File: src/rtl/trlz_pkg.sv
`timescale 1ns / 1ps

package trlz_pkg;

    // Command codes carried on s_tuser
    typedef enum logic [2:0] {
        CMD_CLEAR  = 3'd0,
        CMD_LINE   = 3'd1,
        CMD_FILL   = 3'd2,
        CMD_WIRE   = 3'd3,
        CMD_READ   = 3'd4
    } cmd_t;

    // Main sequencer states
    typedef enum logic [3:0] {
        ST_WIPE,
        ST_IDLE,
        ST_READ_ADDR,
        ST_READ_DATA,
        ST_LINE_SETUP,
        ST_LINE_CHECK,
        ST_LN_GO,
        ST_LN_WAIT,
        ST_PLOT_RD,
        ST_PLOT_WR,
        ST_TRI_SORT,
        ST_TRI_ROW,
        ST_TRI_GO,
        ST_TRI_WAIT
    } st_t;

    // Interpolation unit states
    typedef enum logic [1:0] {
        L_IDLE,
        L_DIV,
        L_DONE
    } lst_t;

    // Fixed edge colors of the wire triangle
    localparam logic [31:0] WIRE_RED   = 32'hFF0000FF;
    localparam logic [31:0] WIRE_GREEN = 32'h00FF00FF;
    localparam logic [31:0] WIRE_BLUE  = 32'h0000FFFF;

    localparam logic [1:0] COMP_X = 2'd0;
    localparam logic [1:0] COMP_Y = 2'd1;
    localparam logic [1:0] COMP_Z = 2'd2;

    typedef struct packed {
        logic signed [11:0] x;
        logic signed [11:0] y;
        logic signed [11:0] z;
    } vtx_t;

    // Request to the interpolation unit: a + p*(b-a)/n
    typedef struct packed {
        logic               start;
        logic signed [11:0] a;
        logic signed [11:0] b;
        logic [11:0]        p;
        logic [11:0]        n;
    } lerp_req_t;

    // Write request to the frame stores
    typedef struct packed {
        logic        we;
        logic [31:0] color;
        logic [7:0]  depth;
    } wr_t;

    function automatic logic signed [11:0] clamp_z(input logic signed [8:0] z);
        logic signed [11:0] r;
        if (z > 9'sd0)
            r = 12'sd0;
        else if (z < -9'sd255)
            r = -12'sd255;
        else
            r = 12'(z);
        return r;
    endfunction

    function automatic logic [11:0] absdiff(input logic signed [11:0] a,
                                            input logic signed [11:0] b);
        logic signed [12:0] d;
        logic [12:0]        m;
        d = 13'(a) - 13'(b);
        m = d[12] ? 13'(-d) : 13'(d);
        return m[11:0];
    endfunction

    function automatic logic signed [11:0] pick(input vtx_t v, input logic [1:0] c);
        logic signed [11:0] r;
        case (c)
            COMP_X:  r = v.x;
            COMP_Y:  r = v.y;
            default: r = v.z;
        endcase
        return r;
    endfunction

    // floor(ch * d / 255) for 8-bit operands
    function automatic logic [7:0] scale8(input logic [7:0] ch, input logic [7:0] d);
        logic [16:0] v;
        logic [16:0] q;
        v = 17'(ch) * 17'(d);
        q = (v + (v >> 8) + 17'd1) >> 8;
        return q[7:0];
    endfunction

    function automatic logic [31:0] scale_color(input logic [31:0] c, input logic [7:0] d);
        return {scale8(c[31:24], d), scale8(c[23:16], d), scale8(c[15:8], d), c[7:0]};
    endfunction

endpackage

File: src/rtl/trlz_lerp.sv
`timescale 1ns / 1ps

module trlz_lerp (
    input  logic                        clk,
    input  logic                        rst_n,
    input  trlz_pkg::lerp_req_t         req,
    output logic                        done,
    output logic signed [11:0]          result
);
    import trlz_pkg::*;

    lst_t               lst_reg, lst_next;
    logic [4:0]         cnt_reg, cnt_next;
    logic [11:0]        rem_reg, rem_next;
    logic [23:0]        quo_reg, quo_next;
    logic [11:0]        den_reg, den_next;
    logic               neg_reg, neg_next;
    logic signed [11:0] base_reg, base_next;

    logic signed [12:0] diff;
    logic [11:0]        mag;
    logic [12:0]        trial;
    logic signed [12:0] qs;
    logic signed [12:0] sum;

    // state and datapath registers
    always_ff @(posedge clk or negedge rst_n)
    begin
        if (!rst_n)
        begin
            lst_reg <= L_IDLE;
            cnt_reg <= '0;
        end
        else
        begin
            lst_reg <= lst_next;
            cnt_reg <= cnt_next;
        end
    end

    always_ff @(posedge clk)
    begin
        rem_reg  <= rem_next;
        quo_reg  <= quo_next;
        den_reg  <= den_next;
        neg_reg  <= neg_next;
        base_reg <= base_next;
    end

    // restoring division of |p*(b-a)| by n, one quotient bit per cycle
    always_comb
    begin
        lst_next  = lst_reg;
        cnt_next  = cnt_reg;
        rem_next  = rem_reg;
        quo_next  = quo_reg;
        den_next  = den_reg;
        neg_next  = neg_reg;
        base_next = base_reg;
        diff      = 13'(req.b) - 13'(req.a);
        mag       = diff[12] ? 12'(-diff) : 12'(diff);
        trial     = {rem_reg, quo_reg[23]};
        unique case (lst_reg)
            L_IDLE:
            begin
                if (req.start)
                begin
                    base_next = req.a;
                    neg_next  = diff[12];
                    den_next  = req.n;
                    rem_next  = '0;
                    cnt_next  = '0;
                    if (req.n == 12'd0 || req.a == req.b)
                    begin
                        quo_next = '0;
                        lst_next = L_DONE;
                    end
                    else
                    begin
                        quo_next = 24'(req.p) * 24'(mag);
                        lst_next = L_DIV;
                    end
                end
            end
            L_DIV:
            begin
                if (trial >= {1'b0, den_reg})
                begin
                    rem_next = 12'(trial - {1'b0, den_reg});
                    quo_next = {quo_reg[22:0], 1'b1};
                end
                else
                begin
                    rem_next = trial[11:0];
                    quo_next = {quo_reg[22:0], 1'b0};
                end
                cnt_next = cnt_reg + 5'd1;
                if (cnt_reg == 5'd23)
                    lst_next = L_DONE;
            end
            L_DONE:
            begin
                lst_next = L_IDLE;
            end
            default:
            begin
                lst_next = L_IDLE;
            end
        endcase
    end

    // quotient magnitude never exceeds |b-a|, so the low 12 bits hold it
    assign qs     = neg_reg ? -$signed({1'b0, quo_reg[11:0]}) : $signed({1'b0, quo_reg[11:0]});
    assign sum    = 13'(base_reg) + qs;
    assign result = sum[11:0];
    assign done   = (lst_reg == L_DONE);

endmodule

File: config.mk
export PLATFORM = sky130hd
export DESIGN_NAME = trlz_lerp
export DESIGN_NICKNAME = d
export VERILOG_FILES = /design/src/rtl/trlz_pkg.sv /design/src/rtl/trlz_lerp.sv
export SDC_FILE = /design/constraint.sdc
export NUM_CORES = 1
export LEC_CHECK = 0
export BUFFER_PORTS_ARGS = -buffer_cell sky130_fd_sc_hd__buf_2
export CORE_UTILIZATION = 40
export CTS_CLUSTER_SIZE = 20
export DETAILED_ROUTE_END_ITERATION = 6
export PLACE_DENSITY = 0.58
export SYNTH_ARGS = -nofsm -noshare
export SYNTH_HDL_FRONTEND = slang
export SYNTH_SLANG_ARGS = --single-unit
export TNS_END_PERCENT = 10
File: constraint.sdc
create_clock -name clk -period 5.3 [get_ports clk]
set_clock_uncertainty 0.05 [all_clocks]
set_input_delay 0.795 -clock clk [delete_from_list [all_inputs] [get_ports clk]]
set_output_delay 0.795 -clock clk [all_outputs]
set_load 0.1 [all_outputs]
==> parameters.txt, run 1 <==
Parameter                              Value

Die
  Die Footprint    0.02700 mm2
  Die width    164.3 um
  Number of core rows    59
  Placeable core area    0.02598 mm2
  Height of the die    164.3 um
  Ports    64
  Starting density of the core    0.4056

Worst setup path
  Critical path fanouts, max    7
  Worst reg2reg path startpoint    den_reg[1]
  Cell mode on critical path    fa_1
  Worst path depth    32
  Worst Path Required    5350 ps
  CP startpoint    req[24]
  Cell at the slowest stage of the critical path    fa_1
  Kind of critical path    input port to register
  CP max stage delay    550 ps
  Type of element launching the critical path    input port
  End point of the critical path    quo_reg[21]
  Worst flop-to-flop path endpoint    rem_reg[1]
  Critical path arrival    7370 ps
  Cell count of the worst reg-to-reg path    10
  Number of buffer and inverter stages on the critical path    8
  Kind of end point of the critical path    register
  Largest delay share family, worst path    adder cells
  Worst-case register-to-register setup slack    1850 ps

Place
  Total half-perimeter wirelength after legalization and detailed placement    23.22 mm
  Buffers added on ports    63
  Placer congestion estimate    0.8968
  Placed instance count    1,765

STA
  Smallest hold slack    230.3 ps
  Upper clock frequency limit    136.4 MHz
  Final worst setup slack    -2029 ps
  Shortest period the worst path allows    7329 ps
  Number of endpoints with negative hold slack in the final report    0
  Setup violation total in the final timing report    19
  Period Utilization, post-route    1.383
  Relative slew slack    0.2164
  Max-slew violation count    0
  Least-Margin Pin Slew    1173 ps
  Unrepaired setup endpoints after global routing    yes

Synth
  Number of warnings printed during yosys synthesis    0
  Synthesized-area fraction occupied by xor and xnor cells    0.04903
  Post-synthesis mux area share    0.01816
  Arithmetic-cell share of the synthesized area counting full adders, half adders and majority gates    0.3144
  Post-synth top area share    0.1957
  Most instantiated cells after synthesis    inv_1 (197), nand2_1 (151), fa_1 (103)
  Number of register bits inferred by synthesis    68
  Proportion of synthesized chip area in sequential cells    0.1904
  Ys async rst share    0.1029
  Post-synthesis compound-gate area fraction    0.1459
  EDFF count, synth    61
  Main combinational cell family by area after synthesis    adder cells
  Main synth FF type    edfxtp_1
  Post-synthesis area per instance    8.568 um2
  Top-count cell post-synth    inv_1
  Cell taking the most area after synthesis    fa_1
  Synth unique cells    66
  Simple-gate share of the synthesized area    0.1864
  Cell area after technology mapping    0.01054 mm2
  Net Count, Synth    1,484
  Cells after Synth    1,230
  Dominant cells by area after synthesis    fa_1 (20%), edfxtp_1 (17%), ha_1 (12%)

Outcome
  Status    complete, but fails checks
  Violated checks    setup timing

Detailed routing
  Number of nets with antenna violations after routing    0
  Post-DR wirelength/cell    15.94 um
  Router iterations before antenna repair    5
  Iteration-0 DRC count of the detailed router    488
  Final wirelength    28.66 mm
  Total DRC errors in the routed layout    0
  Via-per-instance ratio    5.252
  Routed vias    9,443

Finish
  Max reg flops    24
  Layout cells sized above 1    0.2693
  Synthesis-to-layout area growth    28.32%
  Fill cell count    2,461
  Antenna diode instance count    0
  Count of placed standard cells in the final layout, fillers left out    1,798
  Layout Nets    1,712

Clock network
  Buffer levels on the longest clock path    2
  Number of buffers inserted during clock tree synthesis    9
  Clock Tree Root    clkbuf_16
  Latest clock arrival within the worst-skew pair    340 ps
  Number of H-tree levels    3
  Clock edge transition at the registers on the reported setup and hold paths    60 ps
  Number of sinks handled by clock tree synthesis    68
  Clock tree from TritonCTS    yes

Global route
  Wire length of the first global-routing pass    47.62 mm
  Number of antenna violations at the first check in global routing    0
  Global routing usage summed across all routing layers    0.2250
  Aggregate global routing overflow    0
  Pin count of the biggest net entering global routing    53
  Via count of the first global-routing pass    9,667

Hold path
  Min-Delay Path Class    input port to asynchronous set/reset pin

Flow run
  Max-capacitance violation count    0
==> cell type report <==
cell class | instances | area [um2] | share of cell area
Multi-Input combinational cell | 897 | 7989 | 0.5908
Timing Repair Buffer | 284 | 2046 | 0.1513
Sequential cell | 68 | 2007 | 0.1484
Inverter | 198 | 755.7 | 0.05588
Tap cell | 335 | 419.2 | 0.03100
Clock buffer | 9 | 225.2 | 0.01665
Clock inverter | 7 | 81.33 | 0.006014
==> stage by stage <==
stage                     cell area (um2)    util  setup slack (ps)  setup TNS [ps]
after floorplan                     10720       -             -2178          -33930
after global placement              12770  0.4914             -2571          -41270
after detailed placement            12770  0.4914             -2757          -43130
after CTS                           13490  0.5190             -2015          -29600
after global routing                13520  0.5204             -2370          -35610
final                               13520  0.5204             -2029          -29590
==> how the worst min path moves through the flow <==
| stage | depth (start not counted) | to | slack (ps) |
|---|---|---|---|
| 2_1_floorplan | 1 | cnt_reg[0] | 420 |
| 3_3_place_gp | 1 | cnt_reg[0] | 440 |
| 3_5_place_dp | 1 | cnt_reg[0] | 450 |
| 4_1_cts | 1 | cnt_reg[1] | 220 |
| 5_1_grt | 1 | lst_reg[1] | 230 |
| 6_report | 1 | cnt_reg[1] | 230 |
==> cells by family (layout without fill, tap and decap cells) <==
| family | Yosys count | count (layout) |
|---|---|---|
| XOR/XNOR | 59 | 59 |
| multiplexers | 19 | 19 |
| flip-flops | 68 | 68 |
| buffers and inverters | 265 | 498 |
| adder cells (fa/ha/maj) | 203 | 203 |
| AO/OA/AOI/OAI | 219 | 219 |
| AND/OR/NAND/NOR | 397 | 397 |
==> worst register-to-register path, stage by stage, from the launching register on <==
cell and delay, ps:
edfxtp_1 430, inv_1 80, ha_1 230, nor2b_1 130
o21a_1 170, o21ai_0 400, a211oi_1 180, nor4_1 420
o21ai_0 290, nand2_1 570, a211oi_1 210
==> routing by layer <==
layer	vias to the layer above	global-route usage	share of wire	wire length, um
li1	4649	-	-	-
met1	4602	0.2909	0.46	13260
met2	159	0.3876	0.48	13830
met3	33	0.02576	0.030	855
met4	0	0.07576	0.025	710
met5	-	0	0	0
==> layout by cell type, fill, tap and decap left out, types with 8 or more instances in the layout <==
cell,count
inv_2,9
ha_1,90
edfxtp_1,61
xnor2_1,34
o31ai_1,12
inv_1,187
mux2i_1,16
nand4_1,14
a22o_1,13
nand2b_1,22
xor2_1,21
ha_4,10
buf_2,63
buf_4,211
a21oi_1,33
nor3_1,19
o21ai_0,23
nand3_1,17
nor2_1,56
a211oi_1,13
and2_1,18
o211ai_1,22
fa_1,97
or3_1,8
nand2_1,148
nor4_1,23
clkbuf_16,9
nor2b_1,16
a21o_1,15
==> what timing repair did <==
action | in CTS | in global routing
gates cloned | 1 | 0
buffers inserted | 16 | 0
resized for setup | 59 | 11
pin swaps | 47 | 2
hold buffers | 0 | 0
hold endpoints to repair | 0 | 0
endpoints found under the setup margin | 20 | 20
Power of run 1 is not shown: default switching activity piles up to over one toggle a cycle in this logic, so the estimate is an artifact.
==> run 2: changes to the inputs <==
--- a/config.mk
+++ b/config.mk
@@ -9,6 +9,7 @@
 export CORE_UTILIZATION = 40
 export CTS_CLUSTER_SIZE = 20
 export DETAILED_ROUTE_END_ITERATION = 6
+export MAX_ROUTING_LAYER = met4
 export PLACE_DENSITY = 0.58
 export SYNTH_ARGS = -nofsm -noshare
 export SYNTH_HDL_FRONTEND = slang
==> run 2 against run 1 <==
Compared with the run above:
- the run still ends with setup timing left
- sequential share of layout area fell by 0.15 points
- utilization grew 0.55 points
- cell count up 1.1%
- critical path depth stayed put
==> parameters.txt, run 2 (same netlist as run 1, synthesis figures left out) <==
Parameter                              Value

STA
  Max-slew violation count    0 (unchanged)
  Final worst setup slack    -2259 ps (-230.5 ps)
  Period Utilization, post-route    1.426 (+0.04349)
  Shortest period the worst path allows    7559 ps (+230.5 ps)
  Least-Margin Pin Slew    1159 ps (-14.00 ps)
  Upper clock frequency limit    132.3 MHz (-3.0%)
  Setup violation total in the final timing report    19 (unchanged)
  Number of endpoints with negative hold slack in the final report    0 (unchanged)
  Relative slew slack    0.2258 (+0.009357)
  Unrepaired setup endpoints after global routing    yes

Finish
  Antenna diode instance count    0 (unchanged)
  Max reg flops    24 (unchanged)
  Layout Nets    1,731 (+1.1%)
  Commonest non-fill, non-tap cell in the layout    buf_4
  Leading cell types in the layout, fill and taps excluded    buf_4 (230), inv_1 (188), nand2_1 (145), fa_1 (99), ha_1 (93)
  Synthesis-to-layout area growth    29.67%
  Layout cells sized above 1    0.2767 (+0.007344)

Detailed routing
  Iteration-0 DRC count of the detailed router    453 (-7.2%)
  Post-DR wirelength/cell    15.89 um (-0.31%)
  Router iterations before antenna repair    5 (unchanged)
  Number of nets with antenna violations after routing    0 (unchanged)
  Routed vias    9,499 (+0.59%)
  Final wirelength    28.87 mm (+0.75%)
  Via-per-instance ratio    5.228 (-0.46%)
  Total DRC errors in the routed layout    0 (unchanged)

Clock network
  Clock Tree Root    clkbuf_16
  Hold buffer count at cts    0 (unchanged)
  Clock edge transition at the registers on the reported setup and hold paths    60 ps (about the same)
  Latest clock arrival within the worst-skew pair    340 ps (about the same)
  Buffer levels on the longest clock path    2 (unchanged)
  Clock tree from TritonCTS    yes
  Number of buffers inserted during clock tree synthesis    9 (unchanged)
  Number of sinks handled by clock tree synthesis    68 (unchanged)
  Number of H-tree levels    3 (unchanged)

Die
  Die width    164.3 um (unchanged)
  Starting density of the core    0.4056 (unchanged)
  Ports    64 (unchanged)
  Die Footprint    0.02700 mm2 (unchanged)
  Height of the die    164.3 um (unchanged)
  Number of core rows    59 (unchanged)
  Placeable core area    0.02598 mm2 (unchanged)

Place
  Total half-perimeter wirelength after legalization and detailed placement    23.12 mm (-0.41%)
  Worst slack, placed    -2721 ps (+35.92 ps)
  Placer congestion estimate    0.9026 (+0.65%)
  Buffers added on ports    63 (unchanged)

Flow run
  Max-capacitance violation count    0 (unchanged)

Global route
  Number of antenna violations at the first check in global routing    0 (unchanged)
  Via count of the first global-routing pass    9,523 (-1.5%)
  Pin count of the biggest net entering global routing    53 (unchanged)
  Global routing usage summed across all routing layers    0.2318 (+0.006869)
  Aggregate global routing overflow    0 (unchanged)
  Wire length of the first global-routing pass    47.51 mm (-0.25%)

Worst setup path
  Largest delay share family, worst path    adder cells
  Critical path fanouts, max    5 (-2)
  Cell mode on critical path    fa_1
  CP max stage delay    550 ps (about the same)
  Kind of critical path    input port to register
  Type of element launching the critical path    input port
  Kind of end point of the critical path    register
  Critical path arrival    7600 ps (+230 ps)
  Worst Path Required    5340 ps (about the same)
  Number of buffer and inverter stages on the critical path    9 (+1)
  Cell at the slowest stage of the critical path    fa_1

Outcome
  Status    complete, but fails checks
  Violated checks    setup timing

Hold path
  Min-Delay Path Class    input port to asynchronous set/reset pin
==> run 2: cell count changes in the layout (fill, tap and decap cells not counted), moves of 3 or more <==
cell,previous run,this run
buf_4,211,230
ha_1,90,93
ha_4,10,7
nand2_1,148,145
nand2_2,3,6
==> run 2: final cells by class <==
type,instances,area (um2)
Fill cell,2483,12320
Multi-Input combinational cell,897,7979
Timing Repair Buffer,303,2198
Sequential cell,68,2007
Inverter,198,755.7
Tap cell,335,419.2
Clock buffer,9,225.2
Clock inverter,7,81.33
==> run 2: timing repair <==
item / CTS / global route
pin swaps: 16 / 41
buffers inserted: 24 / 15
cloned: 2 / 0
setup endpoints to repair: 20 / 20
gates resized for setup: 39 / 33
==> run 2: path summary, 6_finish.rpt <==
| check | start | to | slack [ps] | depth (start not counted) |
|---|---|---|---|---|
| worst max-delay path | req[24] | quo_reg[23] | -2260 | 32 |
| worst min register to register | cnt_reg[0] | cnt_reg[0] | 450 | 1 |
| worst max register to register | den_reg[1] | rem_reg[1] | 1860 | 10 |
| min in group clk | cnt_reg[0] | cnt_reg[0] | 450 | 1 |
| max in group asynchronous | rst_n | cnt_reg[2] | 4810 | 1 |
| worst min-delay path | rst_n | lst_reg[1] | 230 | 1 |
==> run 2: layer usage <==
layer,track usage,up-vias,part of all wire
met5,-,-,0
met4,0.08375,0,0.031
met3,0.02803,41,0.035
met2,0.3796,193,0.48
met1,0.2936,4584,0.46
li1,-,4681,-
==> run 2: metrics by stage <==
step	std cells	TNS [ps]	util	area (um2)	hold slack (ps)
2_1_floorplan	1230	-33930	-	10720	417.6
3_3_place_gp	1763	-41380	0.4909	12750	437.6
3_5_place_dp	1763	-42830	0.4909	12750	446.4
4_1_cts	1803	-30900	0.5166	13420	218.6
5_1_grt	1817	-40060	0.5259	13670	232.6
6_report	1817	-33770	0.5259	13670	228.1
Power of run 2 is left out for the same reason.
==> run 3: changes to the inputs <==
--- a/config.mk
+++ b/config.mk
@@ -10,7 +10,7 @@
 export CTS_CLUSTER_SIZE = 20
 export DETAILED_ROUTE_END_ITERATION = 6
 export MAX_ROUTING_LAYER = met4
-export PLACE_DENSITY = 0.58
+export PLACE_DENSITY = 0.62
 export SYNTH_ARGS = -nofsm -noshare
 export SYNTH_HDL_FRONTEND = slang
 export SYNTH_SLANG_ARGS = --single-unit
==> constraint.sdc (replaced) <==
create_clock -name clk -period 9.2 [get_ports clk]
set_clock_uncertainty 0.05 [all_clocks]
set_input_delay 1.38 -clock clk [delete_from_list [all_inputs] [get_ports clk]]
set_output_delay 1.38 -clock clk [all_outputs]
set_load 0.1 [all_outputs]
==> run 3 against run 2 <==
Compared with the run above:
- the run now ends clean
- via count decreased by 7.1%
- sequential share of layout area grew 2.5 points
- clock-buffer cell count is 3 higher
- hold slack better by 250 ps
- utilization down 7.6 points
- largest cell class unchanged
- highest routed layer unchanged
==> parameters.txt, run 3 (same netlist as run 1, synthesis figures left out) <==
Parameter                              Value

Die
  Ports    64 (unchanged)
  Height of the die    164.3 um (unchanged)
  Starting density of the core    0.4056 (unchanged)
  Placeable core area    0.02598 mm2 (unchanged)
  Die width    164.3 um (unchanged)
  Die Footprint    0.02700 mm2 (unchanged)
  Number of core rows    59 (unchanged)

STA
  Number of endpoints with negative hold slack in the final report    0 (unchanged)
  Period Utilization, post-route    0.9497
  Shortest period the worst path allows    8737 ps
  Setup tns final    0 ps (+33,770 ps)
  Unrepaired setup endpoints after global routing    no
  Relative slew slack    0.3770 (+0.1513)
  Max-slew violation count    0 (unchanged)
  Setup violation total in the final timing report    0 (-19)
  Least-Margin Pin Slew    930.4 ps (-228.3 ps)
  Upper clock frequency limit    114.5 MHz

Worst setup path
  Kind of end point of the critical path    register
  Worst reg2reg path startpoint    rem_reg[0]
  Cell count of the worst reg-to-reg path    9 (-1)
  CP max stage delay    550 ps (about the same)
  Critical path fanouts, max    12 (+7)
  Worst Path Required    9230 ps (+3890 ps)
  Kind of critical path    input port to register
  Cell mode on critical path    inv_1
  CP startpoint    req[24]
  Type of element launching the critical path    input port
  Cell at the slowest stage of the critical path    fa_1
  Critical path arrival    8770 ps (+1170 ps)

Global route
  Met3 track utilization from global routing    0.02146 (-0.006566)
  Global routing usage summed across all routing layers    0.2182 (-0.01363)
  Aggregate global routing overflow    0 (unchanged)
  Pin count of the biggest net entering global routing    53 (unchanged)
  Met2 usage    0.3452 (-0.03433)
  Met1 capacity usage during global routing    0.2980 (+0.004383)
  Layer carrying the most global-route usage    met2
  Wire length of the first global-routing pass    44.88 mm (-5.5%)
  Number of antenna violations at the first check in global routing    0 (unchanged)
  Via count of the first global-routing pass    8,499 (-11%)

Detailed routing
  Final wirelength    27.45 mm (-4.9%)
  Number of nets with antenna violations after routing    0 (unchanged)
  Total DRC errors in the routed layout    0 (unchanged)
  Iteration-0 DRC count of the detailed router    521 (+15%)
  Via-per-instance ratio    5.440 (+4.1%)
  Post-DR wirelength/cell    16.92 um (+6.5%)
  Router iterations before antenna repair    5 (unchanged)
  Routed vias    8,824 (-7.1%)

Finish
  Commonest non-fill, non-tap cell in the layout    inv_1
  Synthesis-to-layout area growth    10.86%
  Max reg flops    24 (unchanged)
  Layout Nets    1,536 (-11%)
  Antenna diode instance count    0 (unchanged)
  Layout cells sized above 1    0.1134 (-0.1632)
  Leading cell types in the layout, fill and taps excluded    inv_1 (197), nand2_1 (151), fa_1 (103), ha_1 (100), buf_2 (63)
  Final design area excluding fillers    0.01168 mm2 (-15%)

Hold path
  Cells on Worst Hold Path    1
  Source of the worst hold timing path    cnt_reg[0]
  Min-Delay Path Class    register to register

Place
  Buffers added on ports    63 (unchanged)
  Placed Area    0.01138 mm2 (-11%)
  Total half-perimeter wirelength after legalization and detailed placement    22.00 mm (-4.8%)
  Placer congestion estimate    0.9056 (+0.33%)

Clock network
  Buffer levels on the longest clock path    2 (unchanged)
  Number of buffers added for setup after CTS    0 (-100%)
  Number of sinks handled by clock tree synthesis    68 (unchanged)
  Number of H-tree levels    3 (unchanged)
  Clock edge transition at the registers on the reported setup and hold paths    60 ps (about the same)
  Clock tree from TritonCTS    yes
  Clock Tree Root    clkbuf_16
  Number of buffers inserted during clock tree synthesis    9 (unchanged)
  Hold buffer count at cts    0 (unchanged)
  Latest clock arrival within the worst-skew pair    340 ps (about the same)
  Resized cells post-CTS    0 (-100%)

Outcome
  Status    finished clean

Flow run
  Max-capacitance violation count    0 (unchanged)
## run 3: per-layer routing
metal | up-vias | part of all wire
met5 | - | 0
met4 | 0 | 0.020
met3 | 40 | 0.042
met2 | 226 | 0.46
met1 | 4274 | 0.48
li1 | 4284 | -
## run 3: final timing paths
path,slack [ps],end
setup / recovery,460,quo_reg[21]
hold / removal,470,cnt_reg[0]
setup reg to reg,5860,rem_reg[1]
hold reg to reg,470,cnt_reg[0]
max in group asynchronous,8120,lst_reg[0]
min in group asynchronous,820,cnt_reg[4]
## run 3: through the flow
step	cells	setup WS, ps	utilization	hold slack, ps
after detailed placement	1606	22.99	0.4378	458.9
after global routing	1622	22.71	0.4496	491.2
after global placement	1606	86.37	0.4378	441.3
final	1622	463.2	0.4496	474.1
after floorplan	1230	501.8	-	417.6
after CTS	1622	381.0	0.4496	469.5
## run 3: critical path, delay by kind of cell
family          cells  cell delay (ps)
compound gates     11             2170
xor+xnor            2              230
fa+ha+maj           8             3580
buf+inv            11             1020
mux                 1              130
simple gates        2              230
## run 3: layout make-up
type | count | area, um2
tap | 335 | 419.2
clock inverter | 4 | 28.78
sequential | 68 | 2007
timing repair buffer | 108 | 653.1
fill | 2555 | 14300
clock buffer | 12 | 277.8
inverter | 198 | 743.2
multi-input combinational | 897 | 7555
Power of run 3 is left out for the same reason.
